## src/rtl/core/scc_ram.sv

```systemverilog
// Simple dual-port RAM with one write port and one registered read port.
module scc_ram #(
  parameter int DEPTH = 64,
  parameter int WIDTH = 8
) (
  input  logic                     clk_i,
  input  logic                     we_i,
  input  logic [$clog2(DEPTH)-1:0] waddr_i,
  input  logic [WIDTH-1:0]         wdata_i,
  input  logic [$clog2(DEPTH)-1:0] raddr_i,
  output logic [WIDTH-1:0]         rdata_o
);

  logic [WIDTH-1:0] mem [DEPTH];
  logic [WIDTH-1:0] rdata_q;

  // Write port and registered read; a read of the address being written returns old data.
  always_ff @(posedge clk_i) begin
    if (we_i) begin
      mem[waddr_i] <= wdata_i;
    end
    rdata_q <= mem[raddr_i];
  end

  assign rdata_o = rdata_q;

endmodule

```

## config.mk

```make
export PLATFORM = sky130hd
export DESIGN_NAME = scc_ram
export DESIGN_NICKNAME = d
export VERILOG_FILES = /design/src/rtl/core/scc_ram.sv
export SDC_FILE = /design/constraint.sdc
export NUM_CORES = 1
export LEC_CHECK = 0
export BUFFER_PORTS_ARGS = -buffer_cell sky130_fd_sc_hd__buf_4
export CORE_MARGIN = 4
export CORE_UTILIZATION = 45
export CTS_CLUSTER_SIZE = 24
export DETAILED_ROUTE_END_ITERATION = 7
export GPL_ROUTABILITY_DRIVEN = 1
export PLACE_DENSITY = 0.62
export SYNTH_ARGS = -nofsm -noshare
export SYNTH_HDL_FRONTEND = slang
export SYNTH_SLANG_ARGS = --single-unit
export TNS_END_PERCENT = 5
```

## constraint.sdc

```tcl
create_clock -name clk_i -period 5.8 [get_ports clk_i]
set_input_delay 0.58 -clock clk_i [delete_from_list [all_inputs] [get_ports clk_i]]
set_output_delay 0.58 -clock clk_i [all_outputs]
set_load 0.02 [all_outputs]
```

# == Yosys cells after proc, flatten, opt, wreduce, memory -nomap -nowiden ==
# Memories as Yosys holds them, arrays and structs flattened. A register that Yosys moved wholly into a read port is not among the register bits.
# Index checks and enable logic that the tools add are counted.
# totals
ramBits,512
register_bits,0
elab_cells,3
n_memories,1
output_inout_bits,8
romBits,0
latch_bits,0
# classes
n_eq_ne,0
div,0
magnitude_cmp,0
bitwise,0
multipliers,0
n_reduce_logical,0
n_addsub,0
n_mux,2
n_shift,0
# memory_table
memory,words,width,read_ports,rd_clocked_by_memory_dff,wr,line,source
mem,64,8,1,1,1,14,logic [WIDTH-1:0] mem [DEPTH];
# op_table
cell,n
$mux W1,2

# == Longest topological paths before layout ==
# logic_depth
ltp_word,2
ltp_mapped,9
depth_no_buf,5

# == Worst setup path after synthesis ==
# OpenSTA, ideal clock, no wires.
# synth_path
kind,input-to-reg
start,in raddr_i[1]
end,"reg rdata_q[3], in the netlist rdata_o[3], read port of mem"
required_ps,5672
t_arrival_ps,2120
n_path_buf,3
path_stages,7
slack_ps,3552
cell_sequence,buf_4 > buf_2 > buf_2 > mux4_2 > mux4_2 > o21ai_1 > o41ai_1
# synth_rtl
element,line,source
from (decl),10,"input logic [$clog2(DEPTH)-1:0] raddr_i,"
to (decl),15,logic [WIDTH-1:0] rdata_q;

==> flow_summary.toml <==
[outcome]
status = "finished, final reports clean"

[synth]
yosysSeqAreaShare_pct = 77.0
synthesis.nets = 962
yosysTopAreaCell = "edfxtp_1"
netlist_area_um2 = 20200
yosysUniqueCellTypes = 40
synth_edf_count = 512
syn_inst = 940
ys_top_cells_by_area = "edfxtp_1, mux4_2, nor2_1"
synth_top_flop_cell = "edfxtp_1"
syn_area_per_cell_um2 = 21.5
synth-async-reset-ratio_pct = 0
synth_warnings = 0
yosysTopAreaCellShare_pct = 76.2
synth-seq-cells = 520

[drt]
antenna_left = 0
vias = 9392
drcViolationCount = 0
viasPerCell = 5.82
drt-pass1-iter-count = 5
drt-total-wl_mm = 43.3
wl_per_cell_um = 26.8
first_iter_violations = 1015

[power_and_ir_drop]
leakagePower_nw = 6.91
power_density_nw_per_um2 = 341
ir_worst_vdd_uv = 200

[critical_path]
timing_worst_setup_path_type = "in2reg"
crit_chain = "clkbuf_8 > buf_4 > mux4_2 > mux2_2 > o311ai_1 > nand2_1"
crit_path_max_incr_delay_ps = 650
required_ps = 6250
critPathLaunch = "raddr_i[0]"
critPathTopFamily = "buffers and inverters"
critPathBufInv = 2
r2r_start = "mem[24][4]"
cp.arrival_ps = 3190
cp-end-kind = "register"
rr_worst_depth = 5
cp_max_fo = 73
path_depth = 6
slowest_stage = "clkbuf_8"
crit_path_start_kind = "input port"

[clock_tree]
cts_sinks = 520
post-cts-setup-buffer-count = 0
ctsResizeCount = 0
htreeDepth = 2
cts_made_buffers = 50
cts_tree = "yes"
clk_pin_slew_worst_paths_ps = 70
hold_buffers = 0
clock_path_buffers = 3
clk_latency_ps = 590
root_buffer = "clkbuf_16"

[die]
die_w_um = 220
start_util_pct = 45.6
io_pins = 30
die_y_um = 220
rows = 77
die_area_um2 = 48300
coreArea_um2 = 44200

[finish]
syn_to_final_growth_pct = 11.4
layout_common_cells = "edfxtp_1, mux4_2, nor2_1"
multi_input_area_um2 = 4320
final.fill_count = 3438
ff_latch_area_um2 = 15500
final_util_pct = 50.8
layout-drive-gt1-share_pct = 24.2
final_common_cell = "edfxtp_1"
antennaDiodeCount = 0
nets = 1003

[timing]
worst_pin_slew_ps = 980
clock.fmax_ghz = 0.365
slew_violations = 0
skew_ps = 17.7
rsz0062_at_grt = "no"
fin_crit_sh_pct = 47.2
period_needed_ps = 2740
setup_violations = 0
fin_tns_setup_ps = 0
slew_headroom_pct = 34.5
hold_viol = 0

[worst_hold_path]
hold_start = "raddr_i[5]"
hold_path_depth = 2
hold_class = "in2reg"

[placed_design]
globalplace.congestion = 0.788
hpwl_mm = 25.5
port_buffers = 29

[grt]
grt_pass1_vias = 9639
grt_antenna_before_repair = 0
grt_usage_pct = 18.5
grt_max_degree = 74
grt_overflow = 0
grt_first_pass_wirelength_mm = 65.2

[job]
drv_cap = 0
==> Yosys cell counts, drive strengths merged, types with 4 or more instances <==
| cell type | instances |
|---|---|
| a211oi | 4 |
| a221oi | 6 |
| buf | 34 |
| clkbuf | 17 |
| dfxtp | 8 |
| edfxtp | 512 |
| mux2 | 13 |
| mux2i | 23 |
| mux4 | 126 |
| nand2 | 19 |
| nand2b | 7 |
| nand3 | 13 |
| nor2 | 83 |
| nor2b | 14 |
| nor3 | 7 |
| o21ai | 4 |
| o221ai | 8 |
| o22ai | 8 |
==> final timing paths <==
path / end / slack (ps)
max: rdata_o[7] / 3060
min: rdata_o[5] / 370
max reg2reg: rdata_o[4] / 3630
min reg2reg: rdata_o[2] / 800
==> logic make-up (layout without fill, tap and decap cells) <==
kind of cell | after synthesis | in the layout | synth area share [%]
muxes | 162 | 162 | 15.9
AOI/OAI and AO/OA | 54 | 54 | 2.07
DFF | 520 | 520 | 77.0
buffers and inverters | 51 | 133 | 1.57
and+or+nand+nor | 153 | 153 | 3.39
==> registers in the layout, indices dropped and copies added, names as in the netlist <==
signal,flops
mem,512
rdata_o,8
==> through the flow <==
stage                     cell area [um2]  worst slack, ps  power (mW)  std cells  hold slack [ps]
after floorplan                     20200             3550        4.48        940              679
after global placement              20900             2370        4.63       1521              791
after detailed placement            20900             2380        4.64       1521              796
after CTS                           22500             3010        7.73       1614              330
after global routing                22500             2940        7.92       1614              378
final                               22500             3060        7.67       1614              366
==> final cells by class <==
class	count	area share, %
clock buffers	72	6.44
well taps	592	3.30
clock inverters	21	0.518
flip-flops and latches	520	69.2
repair buffers	40	1.36
multi-input cells	369	19.2
==> power breakdown <==
| group | leakage [nW] | internal, mW | switching (mW) |
|---|---|---|---|
| clock network | 0.764 | 1.77 | 1.34 |
| logic | 1.47 | 0.144 | 0.238 |
| registers | 4.67 | 4.16 | 0.0141 |
| total | 6.91 | 6.07 | 1.60 |
==> per-layer routing <==
metal	wire, um	part of all wire, %	GRT usage (%)
met5	0	0	0
met4	1280	2.9	6.18
met3	2670	6.2	3.27
met2	20400	47	28.4
met1	19000	44	27.2
(Power assumes the default switching activity.)
